==> config.mk <==
export PLATFORM = sky130hd
export DESIGN_NAME = bitmap_first_fit_block_allocator_core
export DESIGN_NICKNAME = d
export VERILOG_FILES = /design/src/sv/bffa_pkg.sv /design/src/sv/bffa_cell.sv /design/src/sv/bitmap_first_fit_block_allocator_core.sv
export SDC_FILE = /design/constraint.sdc
export NUM_CORES = 2
export LEC_CHECK = 0
export ABC_AREA = 1
export BUFFER_PORTS_ARGS = -buffer_cell sky130_fd_sc_hd__buf_2
export CAP_MARGIN = 20
export CELL_PAD_IN_SITES_DETAIL_PLACEMENT = 1
export CELL_PAD_IN_SITES_GLOBAL_PLACEMENT = 1
export CORE_ASPECT_RATIO = 0.8
export CORE_MARGIN = 10
export CORE_UTILIZATION = 44
export CTS_CLUSTER_SIZE = 25
export DETAILED_ROUTE_END_ITERATION = 8
export GPL_ROUTABILITY_DRIVEN = 1
export PLACE_DENSITY = 0.82
export SYNTH_ARGS = -nofsm -noshare
export SYNTH_HDL_FRONTEND = slang
export SYNTH_SLANG_ARGS = --single-unit
==> constraint.sdc <==
create_clock -name clk_i -period 3.3 [get_ports clk_i]
set_input_delay 0.495 -clock clk_i [delete_from_list [all_inputs] [get_ports clk_i]]
set_output_delay 0.495 -clock clk_i [all_outputs]
set_load 0.01 [all_outputs]
==> src/sv/bffa_pkg.sv <==
// Shared types and constants for the first-fit block allocator.
// No dependencies.
`timescale 1ns / 1ps
package bffa_pkg;
  localparam int MaxBlocks = 1024;
  localparam int PosW = $clog2(MaxBlocks);
  localparam int CntW = PosW + 1;
  localparam logic [PosW-1:0] LastPos = PosW'(MaxBlocks - 1);
  localparam logic [CntW-1:0] MaxCnt = CntW'(MaxBlocks);

  typedef enum logic [1:0] {
    MARK_FREE = 2'd0,
    MARK_BODY = 2'd1,
    MARK_HEAD = 2'd2
  } mark_e;

  typedef enum logic [1:0] {
    ST_OK      = 2'd0,
    ST_NOSPACE = 2'd1,
    ST_BADFREE = 2'd2,
    ST_ZERO    = 2'd3
  } status_e;
endpackage

==> src/sv/bffa_cell.sv <==
// One cell of the rotating mark ring: holds one block's 2-bit mark.
// Depends on bffa_pkg.
`timescale 1ns / 1ps
module bffa_cell (
  input  logic            clk_i,
  input  logic            rst_ni,
  input  logic            shift_i,
  input  bffa_pkg::mark_e mark_i,
  output bffa_pkg::mark_e mark_o
);
  import bffa_pkg::*;

  mark_e mark_q;

  always_ff @(posedge clk_i or negedge rst_ni) begin
    if (!rst_ni) begin
      mark_q <= MARK_FREE;
    end else if (shift_i) begin
      mark_q <= mark_i;
    end
  end

  assign mark_o = mark_q;
endmodule

==> src/sv/bitmap_first_fit_block_allocator_core.sv <==
// First-fit contiguous block allocator over a ring of mark cells.
// Allocate runs a find pass then a mark pass, or only the find pass when no run fits;
// free runs one pass; a rejected request goes straight to the result state.
// Throughput: one item at a time, the next accepted once the result registers; each
// pass is one ring revolution, and a busy output register adds stalls.
// Reset: asynchronous, all blocks free, used count zero, total 1024; no clearing pass.
`timescale 1ns / 1ps
module bitmap_first_fit_block_allocator_core (
  input  logic        clk_i,
  input  logic        rst_ni,
  input  logic        cfg_valid_i,
  output logic        cfg_ready_o,
  input  logic [10:0] cfg_data_i,      // total_blocks
  input  logic        s_axis_tvalid,
  output logic        s_axis_tready,
  input  logic [23:0] s_axis_tdata,    // [10:0] block_count, [20:11] block_index
  input  logic        s_axis_tuser,    // [0] mode
  output logic        m_axis_tvalid,
  input  logic        m_axis_tready,
  output logic [39:0] m_axis_tdata     // [1:0] status, [11:2] start_block,
                                       // [22:12] used_count, [33:23] free_count
);
  import bffa_pkg::*;

  localparam logic [2:0] S_IDLE = 3'd0;
  localparam logic [2:0] S_FIND = 3'd1;
  localparam logic [2:0] S_MARK = 3'd2;
  localparam logic [2:0] S_FREE = 3'd3;
  localparam logic [2:0] S_RES  = 3'd4;

  logic [2:0]      state_q, state_d;
  logic [CntW-1:0] total_q;
  logic [CntW-1:0] used_q, used_d;
  logic [PosW-1:0] pos_q, pos_d;
  logic [CntW-1:0] run_q, run_d;
  logic            found_q, found_d;
  logic            clr_q, clr_d;
  logic            ok_q, ok_d;
  logic [CntW-1:0] cnt_q, cnt_d;
  logic [PosW-1:0] idx_q, idx_d;
  logic [PosW-1:0] start_q, start_d;
  status_e         stat_q, stat_d;
  logic            out_valid_q;
  logic [39:0]     out_data_q;

  logic [CntW-1:0] teff;
  logic [CntW-1:0] pos_ext;
  logic [CntW-1:0] run_end;
  logic [CntW:0]   need;
  logic            shift;
  logic            last;
  mark_e           ring [MaxBlocks];
  mark_e           head_mark;
  mark_e           wr_mark;
  logic [CntW-1:0] free_cnt;

  assign teff     = (total_q > MaxCnt) ? MaxCnt : total_q;
  assign pos_ext  = {1'b0, pos_q};
  assign run_end  = {1'b0, start_q} + cnt_q;
  assign need     = {1'b0, used_q} + {1'b0, s_axis_tdata[10:0]};
  assign shift    = (state_q == S_FIND) || (state_q == S_MARK) || (state_q == S_FREE);
  assign last     = (pos_q == LastPos);
  assign head_mark = ring[0];
  assign free_cnt = (teff > used_q) ? teff - used_q : '0;

  assign cfg_ready_o   = 1'b1;
  assign s_axis_tready = (state_q == S_IDLE);
  assign m_axis_tvalid = out_valid_q;
  assign m_axis_tdata  = out_data_q;

  genvar k;
  generate
    for (k = 0; k < MaxBlocks; k++) begin : g_cell
      if (k == MaxBlocks - 1) begin : g_tail
        bffa_cell u_cell (.clk_i, .rst_ni, .shift_i(shift), .mark_i(wr_mark),
                          .mark_o(ring[k]));
      end else begin : g_mid
        bffa_cell u_cell (.clk_i, .rst_ni, .shift_i(shift), .mark_i(ring[k+1]),
                          .mark_o(ring[k]));
      end
    end
  endgenerate

  always_comb begin
    state_d = state_q;
    used_d  = used_q;
    pos_d   = pos_q;
    run_d   = run_q;
    found_d = found_q;
    clr_d   = clr_q;
    ok_d    = ok_q;
    cnt_d   = cnt_q;
    idx_d   = idx_q;
    start_d = start_q;
    stat_d  = stat_q;
    wr_mark = head_mark;
    if (shift) begin
      pos_d = pos_q + 1'b1;
    end
    unique case (state_q)
      S_IDLE: begin
        if (s_axis_tvalid) begin
          cnt_d   = s_axis_tdata[10:0];
          idx_d   = s_axis_tdata[20:11];
          start_d = '0;
          pos_d   = '0;
          run_d   = '0;
          found_d = 1'b0;
          clr_d   = 1'b0;
          ok_d    = 1'b0;
          if (!s_axis_tuser) begin
            if (s_axis_tdata[10:0] == '0) begin
              stat_d  = ST_ZERO;
              state_d = S_RES;
            end else if (need > {1'b0, teff}) begin
              stat_d  = ST_NOSPACE;
              state_d = S_RES;
            end else begin
              state_d = S_FIND;
            end
          end else if ({1'b0, s_axis_tdata[20:11]} >= teff) begin
            stat_d  = ST_BADFREE;
            state_d = S_RES;
          end else begin
            state_d = S_FREE;
          end
        end
      end
      S_FIND: begin
        if (!found_q && (pos_ext < teff)) begin
          run_d = (head_mark == MARK_FREE) ? run_q + 1'b1 : '0;
          if (run_d == cnt_q) begin
            found_d = 1'b1;
            start_d = PosW'(pos_ext + 1'b1 - cnt_q);
          end
        end
        if (last) begin
          if (found_d) begin
            state_d = S_MARK;
          end else begin
            stat_d  = ST_NOSPACE;
            start_d = '0;
            state_d = S_RES;
          end
        end
      end
      S_MARK: begin
        if (pos_q == start_q) begin
          wr_mark = MARK_HEAD;
        end else if ((pos_q > start_q) && (pos_ext < run_end)) begin
          wr_mark = MARK_BODY;
        end
        if (last) begin
          used_d  = used_q + cnt_q;
          stat_d  = ST_OK;
          state_d = S_RES;
        end
      end
      S_FREE: begin
        if (pos_q == idx_q) begin
          if (head_mark == MARK_HEAD) begin
            wr_mark = MARK_FREE;
            ok_d    = 1'b1;
            clr_d   = 1'b1;
            used_d  = used_q - CntW'(used_q != '0);
          end
        end else if (clr_q) begin
          if (head_mark == MARK_BODY) begin
            wr_mark = MARK_FREE;
            used_d  = used_q - CntW'(used_q != '0);
          end else begin
            clr_d = 1'b0;
          end
        end
        if (last) begin
          stat_d  = ok_d ? ST_OK : ST_BADFREE;
          state_d = S_RES;
        end
      end
      S_RES: begin
        // hold until the output register is free
        if (!out_valid_q || m_axis_tready) begin
          state_d = S_IDLE;
        end
      end
      default: state_d = S_IDLE;
    endcase
  end

  always_ff @(posedge clk_i or negedge rst_ni) begin
    if (!rst_ni) begin
      state_q     <= S_IDLE;
      total_q     <= MaxCnt;
      used_q      <= '0;
      pos_q       <= '0;
      run_q       <= '0;
      found_q     <= 1'b0;
      clr_q       <= 1'b0;
      ok_q        <= 1'b0;
      out_valid_q <= 1'b0;
    end else begin
      state_q <= state_d;
      used_q  <= used_d;
      pos_q   <= pos_d;
      run_q   <= run_d;
      found_q <= found_d;
      clr_q   <= clr_d;
      ok_q    <= ok_d;
      if (cfg_valid_i) begin
        total_q <= cfg_data_i;
      end
      if ((state_q == S_RES) && (!out_valid_q || m_axis_tready)) begin
        out_valid_q <= 1'b1;
      end else if (m_axis_tready) begin
        out_valid_q <= 1'b0;
      end
    end
  end

  always_ff @(posedge clk_i) begin
    cnt_q   <= cnt_d;
    idx_q   <= idx_d;
    start_q <= start_d;
    stat_q  <= stat_d;
    if ((state_q == S_RES) && (!out_valid_q || m_axis_tready)) begin
      out_data_q <= {6'd0, free_cnt, used_q,
                     (stat_q == ST_OK) ? start_q : {PosW{1'b0}}, stat_q};
    end
  end
endmodule

After elaboration in Yosys (flattened, before gate mapping)
Index checks and enable logic that the tools add are counted.
{"block": "op_classes", "add_sub_neg": 9, "magnitude_cmp": 7, "n_eq_ne": 23, "mux": 64, "n_reduce_logical": 27}
{"operator": "$mux 11", "n": 9}
{"operator": "$mux 10", "n": 8}
{"operator": "$pmux 11 s2", "n": 2}
{"operator": "$mux 2", "n": 16}
{"operator": "$mux 3", "n": 9}
{"operator": "$lt 10x11->1", "n": 2}
{"operator": "$add 10x1->10 const B", "n": 2}
{"operator": "$eq 10x10->1", "n": 2}
{"operator": "$pmux 10 s2", "n": 1}
{"operator": "$mux 1", "n": 13}
{"operator": "$add 11x11->12", "n": 1}
{"operator": "$gt 12x11->1", "n": 1}
{"operator": "$pmux 3 s4", "n": 1}
{"operator": "$add 10x11->11", "n": 1}
{"operator": "$add 11x1->11 const B", "n": 1}
{"operator": "$add 11x11->11", "n": 1}
{"operator": "$eq 11x11->1", "n": 1}
{"operator": "$ge 10x11->1", "n": 1}
{"operator": "$gt 11x11->1", "n": 1}
{"operator": "$gt 11x11->1 const B", "n": 1}
{"operator": "$logic_not 11->1", "n": 1}
{"operator": "$reduce_bool 11->1", "n": 1}
{"operator": "$sub 11x1->11", "n": 1}
{"operator": "$sub 11x11->11", "n": 1}
{"operator": "other kinds (29)", "n": 52}
{"block": "totals", "register_bits": 2165, "input_bits": 41, "output_inout_bits": 43, "elab_cells": 1170}

Logic depth before layout (Yosys ltp)
{"block": "depth", "depth_word": 9, "depth_mapped": 23, "ltp_nobuf": 23}

Hierarchy
Synthesis repeated with hierarchy kept, for this count alone.
{"block": "hier_totals", "cells_unflattened": 10340, "area_unflattened_um2": 87182.4}
{"mod": "bffa_cell", "n_inst": 1024, "cells_per_inst": 9, "area_each_um2": 76.3, "seq_area_each_um2": 50.0}
{"mod": "bitmap_first_fit_block_allocator_core", "n_inst": 1, "cells_per_inst": 1124, "area_each_um2": 9027.4, "seq_area_each_um2": 3264.4}

Worst setup path after synthesis
No wires, ideal clock.
{"block": "synth_timing", "path_kind": "register -> register", "from": "register state_q[1]", "to": "register out_data_q[0] (netlist: m_axis_tdata[0]) (enable)", "setup_time_ns": 0.467, "arrival_time_ns": 3.055, "t_required_ns": 2.833, "path_slack_ns": -0.223, "path_stages_with_launch": 3, "path_buffers": 0, "period_less_slack_ns": 3.523, "path_cell_list": "dfrtp_1 or2_2 nor3_1"}
{"block": "synth_between", "elab_chain_len": 2}
{"item": "start, declared", "line": "bitmap_first_fit_block_allocator_core.sv:31", "rtl": "logic [2:0] state_q, state_d;"}
{"item": "start signal, assigned", "line": "bitmap_first_fit_block_allocator_core.sv:202", "rtl": "state_q <= state_d;"}
{"item": "$eq 3x3->1", "line": "bitmap_first_fit_block_allocator_core.sv:225", "rtl": "if ((state_q == S_RES) && (!out_valid_q || m_axis_tready)) begin"}
{"item": "$logic_and 1x1->1", "line": "bitmap_first_fit_block_allocator_core.sv:225"}
{"item": "end signal, assigned", "line": "bitmap_first_fit_block_allocator_core.sv:226", "rtl": "out_data_q <= {6'd0, free_cnt, used_q,"}
{"item": "end, declared", "line": "bitmap_first_fit_block_allocator_core.sv:44", "rtl": "logic [39:0] out_data_q;"}
No other way between the ends.
A chain may end at the register's enable or synchronous reset.

Worst setup path in the final report
{"block": "layout_timing", "from": "register cnt_q[0]", "to": "register g_cell[1023].g_tail.u_cell.mark_q[0]"}
{"block": "layout_between", "elab_chain_len": 6}
{"item": "start, declared", "line": "bitmap_first_fit_block_allocator_core.sv:39", "rtl": "logic [CntW-1:0] cnt_q, cnt_d;"}
{"item": "start signal, assigned", "line": "bitmap_first_fit_block_allocator_core.sv:221", "rtl": "cnt_q <= cnt_d;"}
{"item": "$add 10x11->11", "line": "bitmap_first_fit_block_allocator_core.sv:59", "rtl": "assign run_end = {1'b0, start_q} + cnt_q;"}
{"item": "$lt 10x11->1", "line": "bitmap_first_fit_block_allocator_core.sv:150", "rtl": "end else if ((pos_q > start_q) && (pos_ext < run_end)) begin"}
{"item": "$logic_and 1x1->1", "line": "bitmap_first_fit_block_allocator_core.sv:150"}
{"item": "$mux 2", "line": "bitmap_first_fit_block_allocator_core.sv:150"}
{"item": "$mux 2", "line": "bitmap_first_fit_block_allocator_core.sv:148", "rtl": "if (pos_q == start_q) begin"}
{"item": "$pmux 2 s2", "line": "bitmap_first_fit_block_allocator_core.sv:100", "rtl": "unique case (state_q)"}
{"item": "end signal, assigned", "line": "bffa_cell.sv:19", "rtl": "mark_q <= mark_i;"}
{"item": "end, declared", "line": "bffa_cell.sv:13", "rtl": "mark_e mark_q;"}
No other way between the ends.

==> impl_results.md <==
- Status: complete, no violations
- Total track usage: 17.7%
- Clock Path Buffers: 3
- Total CTS buffers: 208
- Largest fanout on the critical path: 4
- Total number of vias: 61.5k
- Top Ports: 84
- Vias in the first global route: 66.9k
- Global-route wire length before repair: 328 mm
- Hold Crit Class: primary input to flip-flop
- Clock Pin Slew Worst Setup and Hold Paths: 60 ps
- Die Y-Extent: 414 um
- Commonest non-fill, non-tap cell in the layout: nand2_1
- Critical Path End Type: flip-flop
- Final hold vios: 0
- Slew Viols, Final: 0
- Area contributors post-synth: dfrtp_1, nand2_1, edfxtp_1
- Initial antenna violation count: 3
- Die W: 513 um
- Slowest cell on the critical path: fa_1
- IO Port Bufs: 73
- Most Used Layer, Global Route: met2
- Hold WS: 108 ps
- Crit path time final: 3080 ps
- Slew @ Worst Pin: 1080 ps
- Distinct cells, synth: 50
- Final wirelength: 188 mm
- Fmax: 325 MHz
- Post-route DRC violation count: 0
- Site Rows: 144
- Nets: 9,961
- Yosys warnings: 0
- Data required, critical path: 4060 ps
- RD Place Congestion: 0.849
- Synth top area share: 61.4%
- Ys async rst share: 96.9%
- GRT met2 Usage: 30.0%
- Crit path kind: flip-flop to flip-flop
- Most used cell, CP: a21oi_1
- Startpoint Class: flip-flop
- Final number of setup-violating endpoints: 0
- GR Util met3: 2.50%
- Final Skew: 45.0 ps
- CP max stage delay: 500 ps
- Worst path arrival time: 3830 ps
- Crit path cell chain: ha_1 > fa_1 > a21oi_2 > xor2_1 > ha_1 > a21oi_1 > o21ai_0 > a21oi_1 > o21ai_0 > a21o_1 > nand2_1 > nand3_1 > a21oi_1
- Fin crit share: 93.2%
- Hpwl dp: 110 mm
- CTS Sinks: 2,165
- Die ar.: 0.212 sq mm
- RSZ-0062 raised after global routing: true
- Area Growth Syn to Fin: 12.5%
- Share of layout cells above drive strength 1: 6.18%
- Post-Syn Area: 0.0855 sq mm
- Peak supply drop: 0.914 mV
- Iteration-0 DRC Markers: 4,738
- Max Cap Violations: 0
- CTS tree: done
- Wire length per cell: 15.0 um
- Most frequent cells in the layout: nand2_1, dfrtp_1, clkbuf_16, inv_1, buf_4
- Fillers: 22.2k
- Initial core utilization: 44.3%
- Post-synth EDFFs: 67
- Seq/Total Area, Yosys: 63.8%
- DR vias/cell: 4.91
- Clock Latency Late Sink: 840 ps
- Routed Antenna Nets: 0
- Drt first pass iters: 5
- CTS root buf: clkbuf_16
- GRT met1 Usage: 23.9%
- Total power: 68.2 mW
- P_leak: 54.7 nW
- Slew HR: 27.9%
- Total grt overflow: 0
- H-tree depth: 4
- Register bit count reported by yosys: 2,165
- R2R depth: 13
- Hold path depth: 2
- Synth Area per Inst: 8.72 sq um
- Core area: 0.193 sq mm
- Top FF cell, synth: dfrtp_1
- Pwr per Cell Area: 709 mW/mm^2
- Synth area leader: dfrtp_1
- Cells after Synth: 9,796
- Largest net degree at the start of global routing: 246
## layout make-up
class,count,area [sq um],area share (%)
diodes,4,10.0,0.0104
clock buffers,324,6260,6.51
clock inverters,55,648,0.674
inverters,179,679,0.707
multi-input cells,6980,28300,29.4
flip-flops and latches,2165,54500,56.7
well taps,2555,3200,3.32
repair buffers,270,2550,2.66
## synthesized netlist by cell type (all sizes together), types with 4 or more instances
cell type / number
nand4: 22
ha: 111
or2: 11
fa: 5
edfxtp: 67
buf: 268
o21bai: 10
nor3: 19
nand2: 6369
nor2: 106
a21oi: 91
nor4: 7
xor2: 36
o2111ai: 4
xnor2: 9
o31ai: 12
nand3: 65
inv: 177
clkbuf: 209
a31oi: 5
dfrtp: 2097
o21ai: 74
## metal layers
metal	wire, um	vias to the layer above
li1	-	29700
met1	86700	31000
met2	92200	549
met3	5070	303
met4	4110	0
met5	0	-
## cells by family after synthesis
family,count (synthesis),synth area share [%]
XOR/XNOR,45,0.461
buffers and inverters,656,3.31
flip-flops,2165,63.8
AO/OA/AOI/OAI,209,1.37
AND/OR/NAND/NOR,6603,29.3
adder cells (fa/ha/maj),116,1.74
other,2,0.00879
## final timing paths
kind                                               startpoint                              endpoint  slack (ps)
max in group asynchronous                              rst_ni    g_cell[409].g_mid.u_cell.mark_o[0]        1800
hold / removal                                    cfg_valid_i                            total_q[1]         110
hold reg to reg            g_cell[494].g_mid.u_cell.mark_o[0]    g_cell[493].g_mid.u_cell.mark_o[0]         440
min in group asynchronous                              rst_ni     g_cell[90].g_mid.u_cell.mark_o[0]         210
setup reg to reg                                     cnt_q[0]  g_cell[1023].g_tail.u_cell.mark_o[0]         220
setup / recovery                                     cnt_q[0]  g_cell[1023].g_tail.u_cell.mark_o[0]         220
## state kept, by name, summed over array words and instances, names as in the netlist, 2 cells and up
| signal | count |
|---|---|
| g_cell.g_mid.u_cell.mark_o | 2046 |
| idx_q | 10 |
| used_q | 11 |
| pos_q | 10 |
| stat_q | 2 |
| m_axis_tdata | 34 |
| start_q | 10 |
| cnt_q | 11 |
| total_q | 11 |
| g_cell.g_tail.u_cell.mark_o | 2 |
| run_q | 11 |
| state_q | 3 |
## worst max-delay path: cells and delay by family (launching register included)
| kind | cells | cell delay (ps) |
|---|---|---|
| AOI/OAI and AO/OA | 7 | 1060 |
| adders and majority gates | 3 | 1050 |
| DFF | 1 | 460 |
| and+or+nand+nor | 2 | 230 |
| xor gates and xnor gates | 1 | 180 |
## power breakdown
group / leakage [nW] / total [mW] / switching (mW) / internal [mW]
Clock: 3.38 / 24.0 / 10.4 / 13.6
Sequential: 29.9 / 27.8 / 0.416 / 27.3
Combinational: 21.4 / 16.5 / 13.0 / 3.41
## what timing repair did
item | CTS | global route
setup endpoints to repair | 0 | 39
setup buffers | 0 | 5
gates resized for setup | 0 | 35
hold buffers | 33 | 0
endpoints found under the hold margin | 89 | 0
## through the flow
step	area [sq um]	utilization (%)	setup TNS, ps	setup WS (ps)	cells
2_1_floorplan	85500	-	0	303	9801
3_3_place_gp	88700	46.0	-558	-201	12100
3_5_place_dp	88700	46.0	-411	-155	12100
4_1_cts	96000	49.8	0	15.1	12500
5_1_grt	96200	49.9	-39.2	-17.1	12500
6_report	96200	49.9	0	223	12500
No activity file was read; power rests on OpenSTA's default activity.
